**src/sv/sat_pkg.sv**
```systemverilog
// shared types and constants of the sampled allocation tracker
package sat_pkg;

  localparam int unsigned TABLE_SLOTS = 4096;
  localparam int unsigned ADDR_W      = 64;
  localparam int unsigned SIZE_W      = 48;
  localparam int unsigned THRESH_W    = 49;
  localparam int unsigned TIME_W      = 48;
  localparam int unsigned CNT_W       = 50;
  localparam int unsigned SLOT_W      = 12;
  localparam int unsigned HASH_SHIFT  = 16;

  typedef enum logic [0:0] {
    OP_ALLOC = 1'b0,
    OP_FREE  = 1'b1
  } sat_op_e;

  typedef enum logic [2:0] {
    ST_CLEAR,
    ST_IDLE,
    ST_HASH,
    ST_PROBE,
    ST_DONE
  } sat_state_e;

  typedef struct packed {
    sat_op_e               opcode;
    logic [ADDR_W-1:0]     address;
    logic [SIZE_W-1:0]     alloc_size;
    logic [THRESH_W-1:0]   next_threshold;
    logic                  force_sample;
    logic [TIME_W-1:0]     timestamp;
  } sat_in_t;

  typedef struct packed {
    logic              sampled;
    logic              inserted;
    logic              table_full;
    logic              removed;
    logic [SLOT_W-1:0] slot_index;
  } sat_out_t;

endpackage

```
**src/sv/sat_bucket.sv**
```systemverilog
// home bucket unit: (a ^ (a >> 16)) mod slot count, folded by digits when not a power of two
module sat_bucket #(
  parameter int unsigned TableSlots = sat_pkg::TABLE_SLOTS,
  localparam int unsigned IdxW = $clog2(TableSlots)
) (
  input  logic                      clk_i,
  input  logic                      rst_ni,
  input  logic                      start_i,
  input  logic [sat_pkg::ADDR_W-1:0] addr_i,
  output logic                      done_o,
  output logic [IdxW-1:0]           bucket_o
);

  localparam bit SlotsPow2 = (TableSlots & (TableSlots - 1)) == 0;

  logic [sat_pkg::ADDR_W-1:0] key;

  assign key = addr_i ^ (addr_i >> sat_pkg::HASH_SHIFT);

  if (SlotsPow2) begin : g_mask
    logic [IdxW-1:0] bucket_q;
    logic            done_q;

    always_ff @(posedge clk_i or negedge rst_ni) begin
      if (!rst_ni) begin
        done_q <= 1'b0;
      end else begin
        done_q <= start_i;
      end
    end

    always_ff @(posedge clk_i) begin
      if (start_i) begin
        bucket_q <= key[IdxW-1:0];
      end
    end

    assign done_o   = done_q;
    assign bucket_o = bucket_q;
  end else begin : g_fold
    localparam int unsigned DigW  = 16;
    localparam int unsigned ProdW = 2 * DigW;
    localparam int unsigned Steps = 2 * sat_pkg::ADDR_W / DigW;
    localparam int unsigned StepW = $clog2(Steps + 1);
    localparam logic [ProdW-1:0] SlotsC = ProdW'(TableSlots);
    localparam logic [ProdW-1:0] Recip  = ProdW'((64'd1 << ProdW) / TableSlots);

    logic [sat_pkg::ADDR_W-1:0] key_q;
    logic [DigW-1:0]            rem_q;
    logic [ProdW-1:0]           num;
    logic [2*ProdW-1:0]         prod;
    logic [ProdW-1:0]           num_q;
    logic [ProdW-1:0]           quot_q;
    logic [ProdW-1:0]           part;
    logic [ProdW-1:0]           fix;
    logic [StepW-1:0]           step_q;
    logic                       done_q;

    // per 16-bit digit: a reciprocal quotient estimate, then
    // a subtract and a correction by at most one slot count
    assign num  = {rem_q, key_q[sat_pkg::ADDR_W-1 -: DigW]};
    assign prod = {{ProdW{1'b0}}, num} * {{ProdW{1'b0}}, Recip};
    assign part = num_q - quot_q * SlotsC;
    assign fix  = (part >= SlotsC) ? part - SlotsC : part;

    always_ff @(posedge clk_i or negedge rst_ni) begin
      if (!rst_ni) begin
        step_q <= '0;
        done_q <= 1'b0;
      end else if (start_i) begin
        step_q <= StepW'(Steps);
        done_q <= 1'b0;
      end else if (step_q != '0) begin
        step_q <= step_q - StepW'(1);
        done_q <= (step_q == StepW'(1));
      end else begin
        done_q <= 1'b0;
      end
    end

    always_ff @(posedge clk_i) begin
      if (start_i) begin
        key_q <= key;
        rem_q <= '0;
      end else if (step_q != '0) begin
        if (!step_q[0]) begin
          num_q  <= num;
          quot_q <= prod[2*ProdW-1:ProdW];
          key_q  <= key_q << DigW;
        end else begin
          rem_q <= fix[DigW-1:0];
        end
      end
    end

    assign done_o   = done_q;
    assign bucket_o = rem_q[IdxW-1:0];
  end

endmodule
```
**config.mk**
```make
export PLATFORM = sky130hd
export DESIGN_NAME = sat_bucket
export DESIGN_NICKNAME = d
export VERILOG_FILES = /design/src/sv/sat_pkg.sv /design/src/sv/sat_bucket.sv
export SDC_FILE = /design/constraint.sdc
export NUM_CORES = 1
export LEC_CHECK = 0
export ABC_AREA = 1
export CAP_MARGIN = 0
export CORE_AREA = 2 2 39 41
export DETAILED_ROUTE_END_ITERATION = 16
export DIE_AREA = 0 0 41 43
export DONT_BUFFER_PORTS = 1
export PLACE_DENSITY_LB_ADDON = 0.1
export SETUP_SLACK_MARGIN = 0.3
export SLEW_MARGIN = 20
export SYNTH_ARGS = -nofsm -noshare
export SYNTH_HDL_FRONTEND = slang
export SYNTH_SLANG_ARGS = --single-unit
```
**constraint.sdc**
```tcl
create_clock -name clk_i -period 0.8 [get_ports clk_i]
set_clock_uncertainty 0.1 [all_clocks]
set_input_delay 0.16 -clock clk_i [delete_from_list [all_inputs] [get_ports clk_i]]
set_output_delay 0.16 -clock clk_i [all_outputs]
set_load 0.01 [all_outputs]
```
# Word level (Yosys, flattened, before mapping)
# Index checks and enable logic that the tools add are counted.
[classes]
bitwise_logic = 1
[ops]
columns = ["op", "n"]
rows = [
  ["XOR 12 bit", 1],
]
[word_totals]
word_cells = 3
ff_bits = 13
inputBits = 67
out_inout_bits = 13

# Longest topological paths before layout
# Gate-level depths: netlist of run 1.
[depth]
ltp_word = 1
depth_mapped = 3
ltp_nobuf = 3

# Worst setup path before layout of run 1
# Ideal clock, no wire load.
[synth_path]
kind = "register -> output"
start = "register g_mask.bucket_q[0], in the netlist bucket_o[0]"
end = "output bucket_o[0]"
n_path_buf = 0
slack_ns = 0.146
arrival_time_ns = 0.394
stages_incl_launch_ff = 1
t_required_ns = 0.540
cell_sequence = "edfxtp_1"
[synth_rtl]
columns = ["element", "line_no", "source"]
rows = [
  ["start, declared", "sat_bucket.sv:21", "logic [IdxW-1:0] bucket_q;"],
  ["start signal, assigned", "sat_bucket.sv:34", "bucket_q <= key[IdxW-1:0];"],
  ["end, declared", "sat_bucket.sv:11", "output logic [IdxW-1:0] bucket_o"],
]
# No word-level cell between the ends.

# Final worst setup path of run 1
[layout_path]
start = "register g_mask.bucket_q[0], in the netlist bucket_o[0]"
end = "output bucket_o[0]"
# No word-level cell between the ends.

==> flow_summary.ini, run 1 <==
[drt]
dr.pass1.iters = 2
route.met3.wl_um = 150
dr_wl_met2_um = 524
route.detailed.drc = 0
top_layer = met4
drt_iter0_drc = 5
wl_um = 995
num_vias = 432
drt-wirelength-per-cell_um = 10.6
viasPerCell = 4.60
ant_nets = 0
wl_met1_um = 310

[place]
portBuffers = 0
hpwl_um = 841
dp.cells = 89
gp_congestion = 0.547
pre_cts_ws_ns = 0.128

[timing]
finalMaxSlewViolations = 0
fin_crit_ns = 0.961
max_slew.worst_pin.slew_ns = 0.131
timing.final.crit_share_pct = 120
maxSlewHeadroom_pct = 91.3
setup_violations = 13
fin_ws_ns = -0.161
rsz0062_at_grt = yes
timing_hold_violations_final = 26
hold_ws_ns = -0.180
fmax_mhz = 1040

[logic_synthesis]
yosysUniqueCellTypes = 4
yosysSeqAreaShare_pct = 63.1
netlist_instances = 73
yosys-top-cells-area = edfxtp_1 (59%), nand2_1 (22%), inv_1 (15%)
synth_top_area_share_pct = 59.0
synth_fp_nets = 140
ys_warn_count = 0
yosysTopAreaCell = edfxtp_1
synthesis.area_um2 = 611
syn_avg_cell_area_um2 = 8.36
synth-seq-cells = 13

[die]
ios = 80
row_count = 14
start_util_pct = 44.1
dieArea_mm2 = 0.00176
dieWidth_um = 41
core_mm2 = 0.00138
die_height_um = 43

[clock_network]
cts_tree = done
cts_post_setup_buffers_inserted = 0
cts_resized = 0
clock-sinks = 13
ctsHtreeMaxLevel = 1
clockRootBuffer = clkbuf_4
postCtsHoldBufs = 1
clk_pin_slew_ns = 0.08
clockBufferDepth = 2
numCtsBuffers = 3

[worst_hold_path]
hp-class = primary input to register

[global_routing]
grt_pass1_wl_um = 1630
grt.total_usage_pct = 14.1
antenna_found_initial = 0
grt_max_degree = 14
overflow = 0
grt_pass1_vias = 430

[worst_setup_path]
cp-start-kind = register
crit_arrival_ns = 0.70
critPathMaxFanout = 1
endpoint_kind = output pin
required_ns = 0.54
worstSetupPathType = register to output pin

[final_layout]
diodes = 0
n_fill_cell = 117
nNetsFinal = 146
layout.cells.non_filler = 94
layout_commonest_cell = nand2_1
mostFrequentLayoutCells = nand2_1 (24), inv_8 (12), nand2_2 (12), inv_4 (12), edfxtp_1 (12)
layout-drive-gt1-share_pct = 50.0
syn_to_final_growth_pct = 33.8

[run_status]
status = finished with violations
violations = negative hold slack, negative setup slack

[power]
p_leak_uw = 0.000384
powerDensity_mw_per_mm2 = 1690
max-vdd-ir-drop_uv = 882

[run]
drv_cap = 0
-- worst paths after layout --
check                       startpoint     endpoint  slack (ns)  depth (start not counted)
worst min-delay path           start_i       done_o       -0.18                          0
min in group asynchronous       rst_ni       done_o       -0.01                          1
max in group asynchronous       rst_ni       done_o        0.51                          1
worst max-delay path       bucket_o[0]  bucket_o[0]       -0.16                          0
-- synth_stat cells --
library cell / number
inv_1: 24
edfxtp_1: 12
nand2_1: 36
dfrtp_1: 1
-- what timing repair did --
item	4_1_cts	5_1_grt
endpoints found under the hold margin	26	26
endpoints found under the setup margin	13	13
gates cloned	0	0
-- metrics by stage --
step	power, µW	TNS (ns)	utilization (%)	hold WS (ns)	instance area (µm²)
detailed placement	1010	0	56.4	-0.236	781
floorplan	987	0	-	-0.236	761
CTS	1400	-2.12	59.0	-0.191	817
global route	1460	-2.42	59.0	-0.203	817
finish	1380	-1.98	59.0	-0.180	817
global placement	998	0	56.4	-0.236	781
-- kinds of logic after synthesis --
group | count (synthesis) | synth area share [%]
buf+inv | 24 | 14.8
flops | 13 | 63.1
simple gates | 36 | 22.1
-- power breakdown --
group | internal (µW) | switching (µW)
clock | 193 | 200
combinational | 78.0 | 45.0
sequential | 817 | 50.9
total | 1090 | 296
-- registers in the layout, indices dropped and copies added, names as in the netlist --
signal	cells
bucket_o	12
done_o	1
-- routing by layer --
layer	vias to the layer above	track usage, %
li1	217	-
met1	188	13.2
met2	25	22.2
met3	2	8.38
met4	0	8.00
met5	-	0
-- cell type report --
class / instances / area [µm²] / share of cell area (%)
inverters: 24 / 210 / 25.7
clock buffers: 4 / 26.3 / 3.22
repair buffers: 1 / 10.0 / 1.23
multi-input cells: 36 / 165 / 20.2
flip-flops and latches: 13 / 385 / 47.2
well taps: 16 / 20.0 / 2.45
(Power assumes the default switching activity.)
==> run 2, diff against run 1 <==
Settings changed: ABC_AREA 1 to unset, CTS_CLUSTER_DIAMETER set to 40.
==> flow_summary.ini, run 2 <==
[run_status]
status = finished with violations
violations = negative hold slack, negative setup slack

[timing]
fin_ws_ns = -0.162
timing_hold_violations_final = 24
timing.final.crit_share_pct = 120
rsz0062_at_grt = yes
fin_crit_ns = 0.962
max_slew.worst_pin.slew_ns = 0.141
hold_ws_ns = -0.184
setup_violations = 13
maxSlewHeadroom_pct = 90.5
finalMaxSlewViolations = 0
fmax_mhz = 1040

[worst_setup_path]
critPathMaxFanout = 1
crit_cells = 0
required_ns = 0.54
crit_end = bucket_o[1]
endpoint_kind = output pin
worstSetupPathType = register to output pin
crit_start = bucket_o[1]
crit_arrival_ns = 0.70
cp-start-kind = register

[power]
max-vdd-ir-drop_uv = 1220
p_leak_uw = 0.000202
p_total_uw = 1320
powerDensity_mw_per_mm2 = 2410

[final_layout]
nNetsFinal = 98
diodes = 0
syn_to_final_growth_pct = 11.7
layout.cells.non_filler = 46
mostFrequentLayoutCells = xor2_1 (12), edfxtp_1 (12), clkbuf_4 (3)
largest_register_ffs = 12
n_fill_cell = 131
fin_util_pct = 39.6
layout-drive-gt1-share_pct = 13.3

[run]
drv_cap = 0

[drt]
dr.pass1.iters = 1
route.detailed.drc = 0
viasPerCell = 4.89
ant_nets = 0
drt_iter0_drc = 0
wl_um = 680
num_vias = 225
drt-wirelength-per-cell_um = 14.8

[logic_synthesis]
ys_warn_count = 0
yosysUniqueCellTypes = 3
synth_fp_nets = 92
synthesis.area_um2 = 490
yosysSeqAreaShare_pct = 78.6
syn_avg_cell_area_um2 = 19.6
synthTopCellsByCount = edfxtp_1 (12), xor2_1 (12), dfrtp_1 (1)
synth-seq-cells = 13
synth_top_area_share_pct = 73.5
netlist_instances = 25
async_flop_share_pct = 7.69
yosys-top-cells-area = edfxtp_1 (73%), xor2_1 (21%), dfrtp_1 (5.1%)
yosysTopAreaCell = edfxtp_1
synth_edf_count = 12
synth_top_flop_cell = edfxtp_1

[clock_network]
ctsHtreeMaxLevel = 1
clk_pin_slew_ns = 0.08
clock-sinks = 13
postCtsHoldBufs = 1
cts_resized = 0
clockRootBuffer = clkbuf_4
clockBufferDepth = 2
numCtsBuffers = 3
cts_tree = done

[place]
portBuffers = 0
hpwl_um = 531
dp.cells = 41
gp_congestion = 0.526

[die]
dieWidth_um = 41
row_count = 14
ios = 80
start_util_pct = 35.4
dieArea_mm2 = 0.00176
core_mm2 = 0.00138
die_height_um = 43

[global_routing]
overflow = 0
grt.total_usage_pct = 8.98
grt_max_degree = 14
grt_pass1_wl_um = 1020
grt_pass1_vias = 250
antenna_found_initial = 0

[worst_hold_path]
hp-class = primary input to register
whs_path_depth = 0
run 2: cell types whose count changed in the layout (fill, tap and decap cells not counted), sizes merged:
| cell | change |
|---|---|
| nand2 | -36 |
| inv | -24 |
| xor2 | +12 |
| clkbuf | -1 |
| clkinv | +1 |
run 2: what timing repair did:
item | in CTS | in global routing
hold endpoints to repair | 25 | 26
buffers inserted | 0 | 0
endpoints found under the setup margin | 13 | 13
cloned | 0 | 0
run 2: through the flow:
stage | hold WS [ns] | setup TNS, ns | worst slack (ns) | area, µm²
4_1_cts | -0.195 | -2.20 | -0.179 | 548
2_1_floorplan | -0.236 | 0 | 0.146 | 490
3_3_place_gp | -0.236 | 0 | 0.131 | 510
5_1_grt | -0.206 | -2.52 | -0.209 | 548
6_report | -0.184 | -2.02 | -0.162 | 548
3_5_place_dp | -0.236 | 0 | 0.126 | 510
run 2: layer usage:
layer  GRT usage (%)  wire length, µm  vias up
met5               0                0        -
met4            6.00                0        0
li1                -                -       99
met3            7.33              143        0
met1            8.14              207       99
met2            12.8              328       27
run 2: logic make-up (layout without fill, tap and decap cells):
kind of cell	Yosys count	in the layout	synth area share, %
flops	13	13	78.6
xor+xnor	12	12	21.4
buf+inv	0	5	0
run 2: worst min path at each step:
| stage | endpoint | slack, ns | start |
|---|---|---|---|
| finish | done_o | -0.18 | start_i |
| global route | done_o | -0.21 | start_i |
| CTS | done_o | -0.19 | start_i |
| detailed placement | done_o | -0.24 | rst_ni |
| global placement | done_o | -0.24 | rst_ni |
| floorplan | done_o | -0.24 | rst_ni |
run 2: power by group:
part,internal (µW),switching (µW),leakage [µW]
combinational,28.4,15.2,0.0000555
clock,185,203,0.0000177
sequential,831,59.4,0.000129
total,1040,278,0.000202
run 2: area by class of cell:
type | count | area [µm²] | share of cell area, %
Sequential cell | 13 | 385 | 70.3
Multi-Input combinational cell | 12 | 105 | 19.2
Clock buffer | 3 | 22.5 | 4.11
Tap cell | 16 | 20.0 | 3.65
Timing Repair Buffer | 1 | 10.0 | 1.83
Clock inverter | 1 | 5.00 | 0.913
==> run 3, diff against run 2 <==
Settings changed: PLACE_DENSITY_LB_ADDON 0.1 to 0.3.
==> flow_summary.ini, run 3 (same netlist as run 2, synthesis figures left out) <==
[run_status]
status = finished with violations
violations = negative hold slack, negative setup slack

[timing]
maxSlewHeadroom_pct = 90.0
setup_violations = 13
hold_ws_ns = -0.174
fin_crit_ns = 0.965
finalMaxSlewViolations = 0
fin_ws_ns = -0.165
max_slew.worst_pin.slew_ns = 0.150
timing_hold_violations_final = 15
rsz0062_at_grt = yes
fmax_mhz = 1040
timing.final.crit_share_pct = 121

[die]
ios = 80
dieWidth_um = 41
start_util_pct = 35.4
dieArea_mm2 = 0.00176
row_count = 14
core_mm2 = 0.00138
die_height_um = 43

[global_routing]
overflow = 0
grt_use_met1_pct = 8.90
grt.total_usage_pct = 8.39
grt_pass1_vias = 203
grt_use_met2_pct = 11.9
grtUsageMet3_pct = 4.71
antenna_found_initial = 0
grt_max_degree = 14
grt_pass1_wl_um = 938
busiest_layer = met2

[clock_network]
clockRootBuffer = clkbuf_4
cts_post_setup_buffers_inserted = 0
clockBufferDepth = 2
numCtsBuffers = 3
postCtsHoldBufs = 1
ctsHtreeMaxLevel = 1
clock-sinks = 13
cts_resized = 0
cts_tree = done
clk_pin_slew_ns = 0.07

[worst_setup_path]
crit_arrival_ns = 0.71
endpoint_kind = output pin
worstSetupPathType = register to output pin
critPathMaxFanout = 1
required_ns = 0.54
cp-start-kind = register
crit_start = bucket_o[11]

[drt]
drt-wirelength-per-cell_um = 15.2
viasPerCell = 4.93
num_vias = 227
ant_nets = 0
drt_iter0_drc = 0
dr.pass1.iters = 1
route.detailed.drc = 0
wl_um = 701

[power]
powerDensity_mw_per_mm2 = 2400
max-vdd-ir-drop_uv = 994
p_total_uw = 1310
p_leak_uw = 0.000200

[final_layout]
postLayoutCellArea_um2 = 547
largest_register_ffs = 12
nNetsFinal = 98
syn_to_final_growth_pct = 11.5
mostFrequentLayoutCells = xor2_1 (12), edfxtp_1 (12), clkbuf_4 (3)
layout-drive-gt1-share_pct = 10.0
diodes = 0

[run]
drv_cap = 0

[worst_hold_path]
worst_hold_startpoint = start_i
hp-class = primary input to register

[place]
portBuffers = 0
dpl_cell_area_um2 = 510
gp_congestion = 0.508
[run 3: cell count changes in the layout (fill, tap and decap cells not counted)]
cell	before	now
clkbuf_1	0	1
clkinv_2	1	0
[run 3: final cells by class]
class | instances | area, µm²
flip-flops and latches | 13 | 385
well taps | 16 | 20.0
clock buffers | 4 | 26.3
fillers | 136 | 837
multi-input cells | 12 | 105
repair buffers | 1 | 10.0
[run 3: path summary, 6_finish.rpt]
check | end | slack [ns] | cells past startpoint
setup / recovery | bucket_o[11] | -0.17 | 0
hold / removal | done_o | -0.17 | 0
max in group asynchronous | done_o | 0.50 | 1
min in group asynchronous | done_o | 0 | 1
[run 3: layer usage]
metal	share of wire, %	vias up
li1	-	99
met1	33	102
met2	50	26
met3	17	0
met4	0	0
met5	0	-
[run 3: metrics by stage]
| stage | TNS, ns | utilization, % | cells | setup slack (ns) |
|---|---|---|---|---|
| floorplan | 0 | - | 25 | 0.146 |
| global placement | 0 | 36.9 | 41 | 0.126 |
| detailed placement | 0 | 36.9 | 41 | 0.119 |
| CTS | -2.16 | 39.5 | 46 | -0.180 |
| global route | -2.44 | 39.5 | 46 | -0.198 |
| finish | -1.93 | 39.5 | 46 | -0.165 |
[run 3: report_power, final]
group / internal, µW / total, µW / leakage [µW] / switching (µW)
logic: 28.4 / 44.7 / 0.0000555 / 16.3
clock network: 192 / 377 / 0.0000150 / 185
registers: 831 / 891 / 0.000129 / 60.3
total: 1050 / 1310 / 0.000200 / 261
